**src/design/assert_macros.svh**
```systemverilog
// Assertion macros for the design file that carries concurrent checks.
`ifndef ASSERT_MACROS_SVH
`define ASSERT_MACROS_SVH

// A condition that must hold at every clock edge outside of reset.
`define ASSERT_ALWAYS(lbl, clk, rst_n, cond) \
    lbl: assert property (@(posedge clk) disable iff (!rst_n) (cond)) \
        else $error("gpio register block: invariant violated");

// A condition that must hold in the cycle after a trigger, outside of reset.
`define ASSERT_NEXT(lbl, clk, rst_n, ante, cons) \
    lbl: assert property (@(posedge clk) disable iff (!rst_n) (ante) |=> (cons)) \
        else $error("gpio register block: follow-up condition violated");

// A condition that must hold in the cycle after a trigger, checked during reset too.
`define ASSERT_NEXT_ANY(lbl, clk, ante, cons) \
    lbl: assert property (@(posedge clk) (ante) |=> (cons)) \
        else $error("gpio register block: reset condition violated");

`endif

```
**src/design/gpio_rb_pkg.sv**
```systemverilog
`timescale 1ns / 1ps
// Shared types, constants and helper functions of the GPIO register block.
package gpio_rb_pkg;

    localparam int DEF_NUM_PINS  = 54;
    localparam int PORT_PINS     = 54;
    localparam int DATA_W        = 32;
    localparam int ADDR_W        = 6;
    localparam int FSEL_WORDS    = 6;
    localparam int PINS_PER_FSEL = 10;
    localparam int FSEL_FIELD_W  = 3;
    localparam int FSEL_W        = PINS_PER_FSEL * FSEL_FIELD_W;
    localparam int EN_GROUPS     = 6;
    localparam int IDX_W         = 3;

    // Register word map.
    localparam int SET_BASE  = 7;
    localparam int CLR_BASE  = 10;
    localparam int LEV_BASE  = 13;
    localparam int EDS_BASE  = 16;
    localparam int EN_BASE   = 19;
    localparam int EN_STRIDE = 3;

    // Function-select code that makes a pin an output.
    localparam logic [FSEL_FIELD_W-1:0] FSEL_OUTPUT = 3'd1;

    // Depth of the command queue and of the result queue.
    localparam int QUEUE_DEPTH = 2;
    localparam int QCNT_W      = $clog2(QUEUE_DEPTH + 1);
    localparam int QPTR_W      = (QUEUE_DEPTH > 1) ? $clog2(QUEUE_DEPTH) : 1;

    typedef enum logic [1:0] {
        OP_READ   = 2'd0,
        OP_WRITE  = 2'd1,
        OP_SAMPLE = 2'd2,
        OP_NONE   = 2'd3
    } t_opcode;

    typedef enum logic [3:0] {
        K_NOP,
        K_RD_FSEL,
        K_RD_LEV,
        K_RD_EDS,
        K_RD_EN,
        K_WR_FSEL,
        K_WR_SET,
        K_WR_CLR,
        K_WR_EDS,
        K_WR_EN,
        K_SAMPLE
    } t_kind;

    typedef struct packed {
        t_kind                  kind;
        logic [IDX_W-1:0]       index;
        logic                   half;
        logic [DATA_W-1:0]      data;
        logic [PORT_PINS-1:0]   levels;
    } t_cmd;

    typedef struct packed {
        logic [QCNT_W-1:0] count;
        logic              full;
    } t_queue_status;

    // Bits of function-select word w that belong to pins that exist.
    function automatic logic [FSEL_W-1:0] fsel_word_mask(input logic [IDX_W-1:0] w,
                                                         input int num_pins);
        logic [FSEL_W-1:0] m;
        m = '0;
        for (int k = 0; k < PINS_PER_FSEL; k++) begin
            if ((int'(w) * PINS_PER_FSEL + k) < num_pins) begin
                m[k*FSEL_FIELD_W +: FSEL_FIELD_W] = '1;
            end
        end
        return m;
    endfunction

    // Upper or lower 32-bit half of a pin vector that is extended to 64 bits.
    function automatic logic [DATA_W-1:0] pick_half(input logic half,
                                                    input logic [2*DATA_W-1:0] v);
        return half ? v[2*DATA_W-1:DATA_W] : v[DATA_W-1:0];
    endfunction

endpackage

```
**src/design/gpio_rb_front.sv**
```systemverilog
`timescale 1ns / 1ps
// Front end: decodes incoming transactions into commands and queues them.
module gpio_rb_front (
    input  logic                                    i_clk,
    input  logic                                    i_rst_n,
    input  logic                                    i_push,
    output logic                                    o_full,
    input  logic [1:0]                              i_opcode,
    input  logic [gpio_rb_pkg::ADDR_W-1:0]          i_word_address,
    input  logic [gpio_rb_pkg::DATA_W-1:0]          i_write_data,
    input  logic [gpio_rb_pkg::PORT_PINS-1:0]       i_pin_levels,
    output logic                                    o_cmd_valid,
    input  logic                                    i_cmd_ready,
    output gpio_rb_pkg::t_cmd                       o_cmd,
    output gpio_rb_pkg::t_queue_status              o_status
);

    localparam int DEPTH = gpio_rb_pkg::QUEUE_DEPTH;
    localparam int CW    = gpio_rb_pkg::QCNT_W;
    localparam int PW    = gpio_rb_pkg::QPTR_W;
    localparam int AW    = gpio_rb_pkg::ADDR_W;

    gpio_rb_pkg::t_cmd r_mem [DEPTH];
    logic [CW-1:0]     r_count, n_count;
    logic [PW-1:0]     r_wr_ptr, n_wr_ptr;
    logic [PW-1:0]     r_rd_ptr, n_rd_ptr;

    gpio_rb_pkg::t_cmd            w_cmd;
    logic                         w_fsel_hit;
    logic                         w_set_hit, w_clr_hit, w_lev_hit, w_eds_hit, w_en_hit;
    logic                         w_en_half;
    logic [gpio_rb_pkg::IDX_W-1:0] w_en_grp;
    logic                         w_push_ok;
    logic                         w_pop_ok;

    // Address decode.
    always_comb begin
        w_fsel_hit = i_word_address < AW'(gpio_rb_pkg::FSEL_WORDS);
        w_set_hit  = i_word_address inside {AW'(gpio_rb_pkg::SET_BASE),
                                            AW'(gpio_rb_pkg::SET_BASE + 1)};
        w_clr_hit  = i_word_address inside {AW'(gpio_rb_pkg::CLR_BASE),
                                            AW'(gpio_rb_pkg::CLR_BASE + 1)};
        w_lev_hit  = i_word_address inside {AW'(gpio_rb_pkg::LEV_BASE),
                                            AW'(gpio_rb_pkg::LEV_BASE + 1)};
        w_eds_hit  = i_word_address inside {AW'(gpio_rb_pkg::EDS_BASE),
                                            AW'(gpio_rb_pkg::EDS_BASE + 1)};
        w_en_hit   = 1'b0;
        w_en_half  = 1'b0;
        w_en_grp   = '0;
        for (int g = 0; g < gpio_rb_pkg::EN_GROUPS; g++) begin
            if (i_word_address == AW'(gpio_rb_pkg::EN_BASE + gpio_rb_pkg::EN_STRIDE * g)) begin
                w_en_hit  = 1'b1;
                w_en_half = 1'b0;
                w_en_grp  = gpio_rb_pkg::IDX_W'(g);
            end
            if (i_word_address ==
                AW'(gpio_rb_pkg::EN_BASE + gpio_rb_pkg::EN_STRIDE * g + 1)) begin
                w_en_hit  = 1'b1;
                w_en_half = 1'b1;
                w_en_grp  = gpio_rb_pkg::IDX_W'(g);
            end
        end
    end

    // Classification into a command for the back end.
    always_comb begin
        w_cmd.kind   = gpio_rb_pkg::K_NOP;
        w_cmd.index  = i_word_address[gpio_rb_pkg::IDX_W-1:0];
        w_cmd.half   = i_word_address[0];
        w_cmd.data   = i_write_data;
        w_cmd.levels = i_pin_levels;
        case (i_opcode)
            gpio_rb_pkg::OP_READ: begin
                if (w_fsel_hit) begin
                    w_cmd.kind = gpio_rb_pkg::K_RD_FSEL;
                end else if (w_lev_hit) begin
                    w_cmd.kind = gpio_rb_pkg::K_RD_LEV;
                    w_cmd.half = i_word_address == AW'(gpio_rb_pkg::LEV_BASE + 1);
                end else if (w_eds_hit) begin
                    w_cmd.kind = gpio_rb_pkg::K_RD_EDS;
                    w_cmd.half = i_word_address == AW'(gpio_rb_pkg::EDS_BASE + 1);
                end else if (w_en_hit) begin
                    w_cmd.kind  = gpio_rb_pkg::K_RD_EN;
                    w_cmd.index = w_en_grp;
                    w_cmd.half  = w_en_half;
                end
            end
            gpio_rb_pkg::OP_WRITE: begin
                if (w_fsel_hit) begin
                    w_cmd.kind = gpio_rb_pkg::K_WR_FSEL;
                end else if (w_set_hit) begin
                    w_cmd.kind = gpio_rb_pkg::K_WR_SET;
                    w_cmd.half = i_word_address == AW'(gpio_rb_pkg::SET_BASE + 1);
                end else if (w_clr_hit) begin
                    w_cmd.kind = gpio_rb_pkg::K_WR_CLR;
                    w_cmd.half = i_word_address == AW'(gpio_rb_pkg::CLR_BASE + 1);
                end else if (w_eds_hit) begin
                    w_cmd.kind = gpio_rb_pkg::K_WR_EDS;
                    w_cmd.half = i_word_address == AW'(gpio_rb_pkg::EDS_BASE + 1);
                end else if (w_en_hit) begin
                    w_cmd.kind  = gpio_rb_pkg::K_WR_EN;
                    w_cmd.index = w_en_grp;
                    w_cmd.half  = w_en_half;
                end
            end
            gpio_rb_pkg::OP_SAMPLE: begin
                w_cmd.kind = gpio_rb_pkg::K_SAMPLE;
            end
            default: begin
                w_cmd.kind = gpio_rb_pkg::K_NOP;
            end
        endcase
    end

    // Command queue.
    assign o_full      = r_count == CW'(DEPTH);
    assign o_cmd_valid = r_count != '0;
    assign o_cmd       = r_mem[r_rd_ptr];
    assign w_push_ok   = i_push && !o_full;
    assign w_pop_ok    = o_cmd_valid && i_cmd_ready;

    assign o_status.count = r_count;
    assign o_status.full  = o_full;

    always_comb begin
        n_wr_ptr = r_wr_ptr;
        n_rd_ptr = r_rd_ptr;
        n_count  = r_count;
        if (w_push_ok) begin
            n_wr_ptr = (r_wr_ptr == PW'(DEPTH - 1)) ? '0 : r_wr_ptr + 1'b1;
        end
        if (w_pop_ok) begin
            n_rd_ptr = (r_rd_ptr == PW'(DEPTH - 1)) ? '0 : r_rd_ptr + 1'b1;
        end
        if (w_push_ok && !w_pop_ok) begin
            n_count = r_count + 1'b1;
        end else if (!w_push_ok && w_pop_ok) begin
            n_count = r_count - 1'b1;
        end
    end

    always_ff @(posedge i_clk) begin
        if (!i_rst_n) begin
            r_count  <= '0;
            r_wr_ptr <= '0;
            r_rd_ptr <= '0;
        end else begin
            r_count  <= n_count;
            r_wr_ptr <= n_wr_ptr;
            r_rd_ptr <= n_rd_ptr;
        end
    end

    always_ff @(posedge i_clk) begin
        if (w_push_ok) begin
            r_mem[r_wr_ptr] <= w_cmd;
        end
    end

endmodule

```
**src/design/gpio_rb_back.sv**
```systemverilog
`timescale 1ns / 1ps
// Back end: register state, command execution and the result queue.
module gpio_rb_back #(
    parameter int NUM_PINS = gpio_rb_pkg::DEF_NUM_PINS
) (
    input  logic                                    i_clk,
    input  logic                                    i_rst_n,
    input  logic                                    i_cmd_valid,
    output logic                                    o_cmd_ready,
    input  gpio_rb_pkg::t_cmd                       i_cmd,
    output logic                                    o_empty,
    input  logic                                    i_pop,
    output logic [gpio_rb_pkg::DATA_W-1:0]          o_read_data,
    output logic [gpio_rb_pkg::PORT_PINS-1:0]       o_pin_drive,
    output logic [gpio_rb_pkg::PORT_PINS-1:0]       o_pin_function,
    output logic                                    o_event_pending,
    output gpio_rb_pkg::t_queue_status              o_status
);

    localparam int DEPTH  = gpio_rb_pkg::QUEUE_DEPTH;
    localparam int CW     = gpio_rb_pkg::QCNT_W;
    localparam int PW     = gpio_rb_pkg::QPTR_W;
    localparam int NP     = NUM_PINS;
    localparam int DW     = gpio_rb_pkg::DATA_W;
    localparam int PP     = gpio_rb_pkg::PORT_PINS;
    localparam int FW     = gpio_rb_pkg::FSEL_W;
    localparam int FFW    = gpio_rb_pkg::FSEL_FIELD_W;
    localparam int PPF    = gpio_rb_pkg::PINS_PER_FSEL;
    localparam int NFSEL  = gpio_rb_pkg::FSEL_WORDS;
    localparam int NEN    = gpio_rb_pkg::EN_GROUPS;

    typedef struct packed {
        logic [DW-1:0] read_data;
        logic [PP-1:0] pin_drive;
        logic [PP-1:0] pin_function;
        logic          event_pending;
    } t_result;

    // Architectural state.
    logic [FW-1:0] r_fsel [NFSEL];
    logic [FW-1:0] n_fsel [NFSEL];
    logic [NP-1:0] r_en [NEN];
    logic [NP-1:0] n_en [NEN];
    logic [NP-1:0] r_latch, n_latch;
    logic [NP-1:0] r_prev, n_prev;
    logic [NP-1:0] r_eds, n_eds;

    // Result queue.
    t_result       r_mem [DEPTH];
    logic [CW-1:0] r_count, n_count;
    logic [PW-1:0] r_wr_ptr, n_wr_ptr;
    logic [PW-1:0] r_rd_ptr, n_rd_ptr;

    logic            w_exec;
    logic            w_pop_ok;
    t_result         w_res;
    logic [2*DW-1:0] w_word64;
    logic [2*DW-1:0] w_keep64;
    logic [63:0]     w_lev64;
    logic [NP-1:0]   w_wpins, w_keep, w_lev, w_rise, w_fall;
    logic [63:0]     w_latch64;
    logic [DW-1:0]   w_rd;

    assign o_cmd_ready = (r_count != CW'(DEPTH)) || i_pop;
    assign w_exec      = i_cmd_valid && o_cmd_ready;

    always_comb begin
        n_fsel   = r_fsel;
        n_en     = r_en;
        n_latch  = r_latch;
        n_prev   = r_prev;
        n_eds    = r_eds;
        w_rd     = '0;
        w_word64 = i_cmd.half ? {i_cmd.data, {DW{1'b0}}} : {{DW{1'b0}}, i_cmd.data};
        w_keep64 = i_cmd.half ? {{DW{1'b0}}, {DW{1'b1}}} : {{DW{1'b1}}, {DW{1'b0}}};
        w_wpins  = w_word64[NP-1:0];
        w_keep   = w_keep64[NP-1:0];
        w_lev64  = 64'(i_cmd.levels);
        w_lev    = w_lev64[NP-1:0];
        w_rise   = w_lev & ~r_prev;
        w_fall   = ~w_lev & r_prev;
        case (i_cmd.kind)
            gpio_rb_pkg::K_RD_FSEL: w_rd = DW'(r_fsel[i_cmd.index]);
            gpio_rb_pkg::K_RD_LEV:  w_rd = gpio_rb_pkg::pick_half(i_cmd.half, 64'(r_prev));
            gpio_rb_pkg::K_RD_EDS:  w_rd = gpio_rb_pkg::pick_half(i_cmd.half, 64'(r_eds));
            gpio_rb_pkg::K_RD_EN: begin
                w_rd = gpio_rb_pkg::pick_half(i_cmd.half, 64'(r_en[i_cmd.index]));
            end
            gpio_rb_pkg::K_WR_FSEL: begin
                n_fsel[i_cmd.index] = i_cmd.data[FW-1:0] &
                                      gpio_rb_pkg::fsel_word_mask(i_cmd.index, NP);
            end
            gpio_rb_pkg::K_WR_SET: n_latch = r_latch | w_wpins;
            gpio_rb_pkg::K_WR_CLR: n_latch = r_latch & ~w_wpins;
            gpio_rb_pkg::K_WR_EDS: n_eds   = r_eds & ~w_wpins;
            gpio_rb_pkg::K_WR_EN: begin
                n_en[i_cmd.index] = (r_en[i_cmd.index] & w_keep) | w_wpins;
            end
            gpio_rb_pkg::K_SAMPLE: begin
                n_eds  = r_eds | (r_en[0] & w_rise) | (r_en[1] & w_fall)
                               | (r_en[2] & w_lev)  | (r_en[3] & ~w_lev)
                               | (r_en[4] & w_rise) | (r_en[5] & w_fall);
                n_prev = w_lev;
            end
            default: begin
                w_rd = '0;
            end
        endcase
    end

    // Result item, showing the state after the command.
    always_comb begin
        w_latch64           = 64'(n_latch);
        w_res.read_data     = w_rd;
        w_res.pin_drive     = w_latch64[PP-1:0];
        w_res.event_pending = |n_eds;
        for (int p = 0; p < PP; p++) begin
            w_res.pin_function[p] =
                n_fsel[p / PPF][(p % PPF) * FFW +: FFW] == gpio_rb_pkg::FSEL_OUTPUT;
        end
    end

    always_ff @(posedge i_clk) begin
        if (!i_rst_n) begin
            for (int i = 0; i < NFSEL; i++) begin
                r_fsel[i] <= '0;
            end
            for (int i = 0; i < NEN; i++) begin
                r_en[i] <= '0;
            end
            r_latch <= '0;
            r_prev  <= '0;
            r_eds   <= '0;
        end else if (w_exec) begin
            r_fsel  <= n_fsel;
            r_en    <= n_en;
            r_latch <= n_latch;
            r_prev  <= n_prev;
            r_eds   <= n_eds;
        end
    end

    // Result queue control.
    assign o_empty  = r_count == '0;
    assign w_pop_ok = i_pop && !o_empty;

    assign o_read_data     = r_mem[r_rd_ptr].read_data;
    assign o_pin_drive     = r_mem[r_rd_ptr].pin_drive;
    assign o_pin_function  = r_mem[r_rd_ptr].pin_function;
    assign o_event_pending = r_mem[r_rd_ptr].event_pending;

    assign o_status.count = r_count;
    assign o_status.full  = r_count == CW'(DEPTH);

    always_comb begin
        n_wr_ptr = r_wr_ptr;
        n_rd_ptr = r_rd_ptr;
        n_count  = r_count;
        if (w_exec) begin
            n_wr_ptr = (r_wr_ptr == PW'(DEPTH - 1)) ? '0 : r_wr_ptr + 1'b1;
        end
        if (w_pop_ok) begin
            n_rd_ptr = (r_rd_ptr == PW'(DEPTH - 1)) ? '0 : r_rd_ptr + 1'b1;
        end
        if (w_exec && !w_pop_ok) begin
            n_count = r_count + 1'b1;
        end else if (!w_exec && w_pop_ok) begin
            n_count = r_count - 1'b1;
        end
    end

    always_ff @(posedge i_clk) begin
        if (!i_rst_n) begin
            r_count  <= '0;
            r_wr_ptr <= '0;
            r_rd_ptr <= '0;
        end else begin
            r_count  <= n_count;
            r_wr_ptr <= n_wr_ptr;
            r_rd_ptr <= n_rd_ptr;
        end
    end

    always_ff @(posedge i_clk) begin
        if (w_exec) begin
            r_mem[r_wr_ptr] <= w_res;
        end
    end

endmodule

```
**src/design/gpio_register_block_core.sv**
```systemverilog
`timescale 1ns / 1ps
// Top level of the GPIO register block: front-end decoder, back end and checks.
//
// The block behaves as a queue on both sides. A transaction (register read,
// register write or pin-sample tick) is accepted at a rising edge where
// i_push is high and o_full is low. Every accepted transaction produces
// exactly one result transaction: the read data (zero for anything but a
// read of a readable word), the output latch, the per-pin output selection
// and the event-pending flag, all as they stand after that transaction.
// A result is on the o_ ports while o_empty is low and leaves the block at
// an edge where i_pop is high.
// The accepting edge writes the command queue; the command then runs through the
// back end into the result queue as soon as that queue has room or is popped,
// and o_empty falls once the result has been written.
// Throughput is one transaction per cycle while o_full is low; the back end does
// all register work of a transaction in one step, so the rate is set only by the
// two-entry command and result queues and by how fast results are popped.
// When the receiver stalls, the result queue fills first, then the command
// queue, and o_full rises; nothing is dropped.
// The synchronous, active-low reset empties both queues and clears all
// function-select, latch, level, status and detect-enable registers.
`include "assert_macros.svh"

module gpio_register_block_core #(
    parameter int NUM_PINS = gpio_rb_pkg::DEF_NUM_PINS
) (
    input  logic                                    i_clk,
    input  logic                                    i_rst_n,
    input  logic                                    i_push,
    output logic                                    o_full,
    input  logic [1:0]                              i_opcode,
    input  logic [gpio_rb_pkg::ADDR_W-1:0]          i_word_address,
    input  logic [gpio_rb_pkg::DATA_W-1:0]          i_write_data,
    input  logic [gpio_rb_pkg::PORT_PINS-1:0]       i_pin_levels,
    output logic                                    o_empty,
    input  logic                                    i_pop,
    output logic [gpio_rb_pkg::DATA_W-1:0]          o_read_data,
    output logic [gpio_rb_pkg::PORT_PINS-1:0]       o_pin_drive,
    output logic [gpio_rb_pkg::PORT_PINS-1:0]       o_pin_function,
    output logic                                    o_event_pending
);

    gpio_rb_pkg::t_cmd          w_cmd;
    logic                       w_cmd_valid;
    logic                       w_cmd_ready;
    gpio_rb_pkg::t_queue_status w_front_status;
    gpio_rb_pkg::t_queue_status w_back_status;

    // The front end decodes each transaction into a command and queues it.
    gpio_rb_front u_front (
        .i_clk          (i_clk),
        .i_rst_n        (i_rst_n),
        .i_push         (i_push),
        .o_full         (o_full),
        .i_opcode       (i_opcode),
        .i_word_address (i_word_address),
        .i_write_data   (i_write_data),
        .i_pin_levels   (i_pin_levels),
        .o_cmd_valid    (w_cmd_valid),
        .i_cmd_ready    (w_cmd_ready),
        .o_cmd          (w_cmd),
        .o_status       (w_front_status)
    );

    // The back end owns the registers and runs one command per cycle while
    // the result queue has room or a result is popped.
    gpio_rb_back #(
        .NUM_PINS (NUM_PINS)
    ) u_back (
        .i_clk           (i_clk),
        .i_rst_n         (i_rst_n),
        .i_cmd_valid     (w_cmd_valid),
        .o_cmd_ready     (w_cmd_ready),
        .i_cmd           (w_cmd),
        .o_empty         (o_empty),
        .i_pop           (i_pop),
        .o_read_data     (o_read_data),
        .o_pin_drive     (o_pin_drive),
        .o_pin_function  (o_pin_function),
        .o_event_pending (o_event_pending),
        .o_status        (w_back_status)
    );

    // Both queues come out of reset empty.
    `ASSERT_NEXT_ANY(a_reset_empty, i_clk, !i_rst_n, o_empty && !o_full)

    // An accepted transaction is held in the command queue on the next cycle.
    `ASSERT_NEXT(a_push_queued, i_clk, i_rst_n, i_push && !o_full, w_front_status.count != '0)

    // Neither queue ever holds more than its depth.
    `ASSERT_ALWAYS(a_back_bound, i_clk, i_rst_n,
        w_back_status.count <= gpio_rb_pkg::QCNT_W'(gpio_rb_pkg::QUEUE_DEPTH))

    `ASSERT_ALWAYS(a_front_bound, i_clk, i_rst_n,
        w_front_status.count <= gpio_rb_pkg::QCNT_W'(gpio_rb_pkg::QUEUE_DEPTH))

endmodule

```
**config.mk**
```make
export PLATFORM = sky130hd
export DESIGN_NAME = gpio_register_block_core
export DESIGN_NICKNAME = d
export VERILOG_FILES = /design/src/design/gpio_rb_pkg.sv /design/src/design/gpio_rb_front.sv /design/src/design/gpio_rb_back.sv /design/src/design/gpio_register_block_core.sv
export VERILOG_INCLUDE_DIRS = /design/src /design/src/design
export SDC_FILE = /design/constraint.sdc
export NUM_CORES = 2
export LEC_CHECK = 0
export BUFFER_PORTS_ARGS = -buffer_cell sky130_fd_sc_hd__buf_2
export CELL_PAD_IN_SITES_DETAIL_PLACEMENT = 1
export CELL_PAD_IN_SITES_GLOBAL_PLACEMENT = 1
export CORE_UTILIZATION = 50
export CTS_BUF_LIST = sky130_fd_sc_hd__clkbuf_16
export DETAILED_ROUTE_END_ITERATION = 10
export PLACE_DENSITY_LB_ADDON = 0.15
export SLEW_MARGIN = 20
export SYNTH_ARGS = -nofsm -noshare
export SYNTH_HDL_FRONTEND = slang
export SYNTH_SLANG_ARGS = --single-unit
export TNS_END_PERCENT = 20
```
**constraint.sdc**
```tcl
create_clock -name i_clk -period 23.9 [get_ports i_clk]
set_input_delay 2.39 -clock i_clk [delete_from_list [all_inputs] [get_ports i_clk]]
set_output_delay 2.39 -clock i_clk [all_outputs]
set_load 0.05 [all_outputs]
```
==> results.py <==
metrics = {
    "clocking": {
        "clk_path_buf_depth": 3,
        "cts_setup_buffers": 0,
        "cts_made_buffers": 120,
        "cts_tree": "yes",
        "clock_sinks": 1146,
        "holdBufCountCts": 0,
        "clock_latency_ps": 740,
        "h-tree-depth": 3,
        "post_cts_resized": 0,
        "cts_root_buf": "clkbuf_16",
        "path_clk_slew_ps": 60,
    },
    "sta": {
        "setup_tns_ps": 0,
        "skew_ps": 39.5,
        "slew_viol_final": 0,
        "rsz0062_at_grt": "false",
        "relSlewSlack": 0.182,
        "fin_crit_ps": 6030,
        "whs_ps": 467,
        "worst_pin_slew_ps": 1220,
        "hold_violations": 0,
        "setup_viol": 0,
        "fin_crit_sh": 0.252,
        "clock.fmax_ghz": 0.166,
    },
    "global_route": {
        "overflow": 0,
        "grt_use_total": 0.375,
        "antenna_found_initial": 9,
        "grt_pass1_vias": 43147,
        "grt_pass1_wl_mm": 288,
        "grt_max_degree": 240,
    },
    "logic_synthesis": {
        "synthTopCellsByArea": "edfxtp_1 (27%), dfxtp_1 (26%), nand2_1 (8.5%)",
        "synth_warnings": 0,
        "synth-main-ff-cell": "dfxtp_1",
        "yosysSeqAreaShare": 0.536,
        "synth_top_area_share": 0.274,
        "async_reset_ff_frac": 0,
        "synth_cells": 5329,
        "synth.top_cells.by_count": "nand2_1 (1163), dfxtp_1 (676), edfxtp_1 (470)",
        "avgSynthCellArea_um2": 9.68,
        "synth_cell_types": 86,
        "synth-seq-cells": 1146,
        "netlist_area_mm2": 0.0516,
        "syn_nets": 5441,
        "yosys.area.top_type": "edfxtp_1",
        "yosys.cell_count.top_type": "nand2_1",
        "synth_edf_count": 470,
    },
    "critical_path": {
        "cp_max_fo": 43,
        "critPathMostFrequentCell": "ha_1",
        "path_cells": "buf_4, mux2i_4, buf_4, inv_2, ha_1, ha_1, ha_1, fa_1, a31oi_1, nand2_1, nand4_1, o21ai_0",
        "max_stage_delay_ps": 640,
        "crit_required_ps": 24280,
        "slowest_stage": "dfxtp_4",
        "crit_buf_inv": 3,
        "critPathLaunchType": "flop",
        "cpLargestDelayFamily": "adder cells",
        "critPathArrivalTime_ps": 6410,
        "setup.worst_path.class": "reg -> reg",
        "cp-end-kind": "flop",
    },
    "power_and_ir_drop": {
        "vdd_drop_max_uv": 115,
        "power-per-cell-area_mw_per_mm2": 122,
        "p_leak_uw": 0.0208,
    },
    "route": {
        "wl_mm": 199,
        "drc_errors": 0,
        "route.detailed.wl_per_inst_um": 28.9,
        "drt_iter0_markers": 5093,
        "num_vias": 43924,
        "ant_nets": 0,
        "dr.pass1.iters": 8,
        "viasPerCell": 6.40,
    },
    "floorplan": {
        "rows": 117,
        "core_mm2": 0.102,
        "start_util": 0.505,
        "ios": 241,
        "die_w_um": 323,
        "fp.dieH_um": 323,
        "die_area_mm2": 0.104,
    },
    "flow_run": {
        "drv_cap": 0,
    },
    "finish": {
        "area_delta_synth_final_pct": 11.9,
        "fin_nets": 5505,
        "drive_above_1_share": 0.143,
        "fill_cells": 11272,
        "fin_area_mm2": 0.0577,
        "final_cells": 6867,
    },
    "place": {
        "dpl_cell_area_mm2": 0.0537,
        "gp_congestion": 0.964,
        "placedCellCount": 6638,
        "portBuffers": 240,
        "hpwl_mm": 129,
    },
    "min_path": {
        "min_from": "u_back.r_latch[2]$_SDFFE_PN0P_",
        "hold_class": "reg -> reg",
    },
    "status": {
        "outcome": "complete, no violations",
    },
}
[cell type report]
type | instances | area [µm²] | share of cell area
sequential | 1146 | 27700 | 0.479
multi-input combinational | 3771 | 22400 | 0.388
clock buffer | 121 | 3030 | 0.0525
timing repair buffer | 322 | 1880 | 0.0327
tap | 1368 | 1710 | 0.0297
clock inverter | 105 | 888 | 0.0154
inverter | 32 | 121 | 0.00210
antenna | 2 | 5.00 | 0.0000868
[worst reg2reg max path, stage by stage (launching register included)]
cell and delay (ps):
dfxtp_4 640, buf_4 600, mux2i_4 360, buf_4 520, inv_2 350, ha_1 280, ha_1 380, ha_1 320
fa_1 510, a31oi_1 640, nand2_1 390, nand4_1 350, o21ai_0 330
[state kept, by name, indices dropped and copies added (netlist names), named ones only]
register / count
u_back.r_en: 324
u_back.r_mem: 282
u_front.r_mem: 188
u_back.r_fsel: 180
u_back.r_eds: 54
u_back.r_latch: 54
u_back.r_prev: 54
u_back.r_count: 2
u_front.r_count: 2
u_back.r_rd_ptr: 1
u_back.r_wr_ptr: 1
u_front.r_rd_ptr: 1
u_front.r_wr_ptr: 1
[worst paths after layout]
check	to	slack [ps]	depth (start not counted)
max	u_back.r_mem[0][20]$_DFFE_PP_	17870	12
min	u_back.r_latch[2]$_SDFFE_PN0P_	470	2
max reg2reg	u_back.r_mem[0][20]$_DFFE_PP_	17870	12
min reg2reg	u_back.r_latch[2]$_SDFFE_PN0P_	470	2
[layout by cell type, fill, tap and decap left out, drive strengths merged, types with 14 or more instances in the layout]
| cell type | Yosys | layout |
|---|---|---|
| a22oi | 170 | 170 |
| nand3 | 187 | 187 |
| a21boi | 327 | 327 |
| nor3b | 51 | 51 |
| edfxtp | 470 | 470 |
| a31oi | 33 | 33 |
| and3 | 48 | 48 |
| a22o | 25 | 25 |
| o32a | 25 | 25 |
| o22a | 20 | 20 |
| o21ai | 440 | 440 |
| clkinv | 0 | 59 |
| o211a | 116 | 116 |
| nor2b | 15 | 15 |
| o31ai | 17 | 17 |
| a21oi | 140 | 140 |
| buf | 88 | 322 |
| nor3 | 29 | 29 |
| nor2 | 348 | 348 |
| mux2i | 87 | 87 |
| a222oi | 23 | 23 |
| nand2 | 1164 | 1164 |
| inv | 32 | 55 |
| clkbuf | 292 | 121 |
| dfxtp | 676 | 676 |
| mux2 | 169 | 169 |
| and2 | 106 | 106 |
| o221ai | 40 | 40 |
| o32ai | 14 | 14 |
[kinds of logic (layout without fill, tap and decap cells)]
logic type | after synthesis | after routing | share of synthesized area
and+or+nand+nor | 2013 | 2013 | 0.169
AOI/OAI and AO/OA | 1480 | 1480 | 0.202
DFF | 1146 | 1146 | 0.536
buffers and inverters | 412 | 580 | 0.0336
muxes | 256 | 256 | 0.0546
adders and majority gates | 14 | 14 | 0.00354
xor gates and xnor gates | 8 | 8 | 0.00136
other | 0 | 2 | 0
[power breakdown]
part	internal, µW	switching [µW]	leakage, µW
Sequential	2390	134	0.00991
Clock	1060	822	0.00198
Combinational	597	2030	0.00890
[metal layers]
layer | vias up | track usage | wire length [µm]
li1 | 19252 | - | -
met1 | 22120 | 0.489 | 80000
met2 | 2096 | 0.570 | 86900
met3 | 448 | 0.0885 | 19700
met4 | 8 | 0.215 | 11800
met5 | - | 0 | 51
[stage by stage]
step	total power [µW]	utilization	setup WS (ps)
6_report	7030	0.565	17870
5_1_grt	7230	0.565	17600
4_1_cts	6990	0.565	17980
3_5_place_dp	5120	0.527	17790
3_3_place_gp	5050	0.527	17930
2_1_floorplan	4230	-	14100
Note: power is estimated with default switching activity, not from simulation.
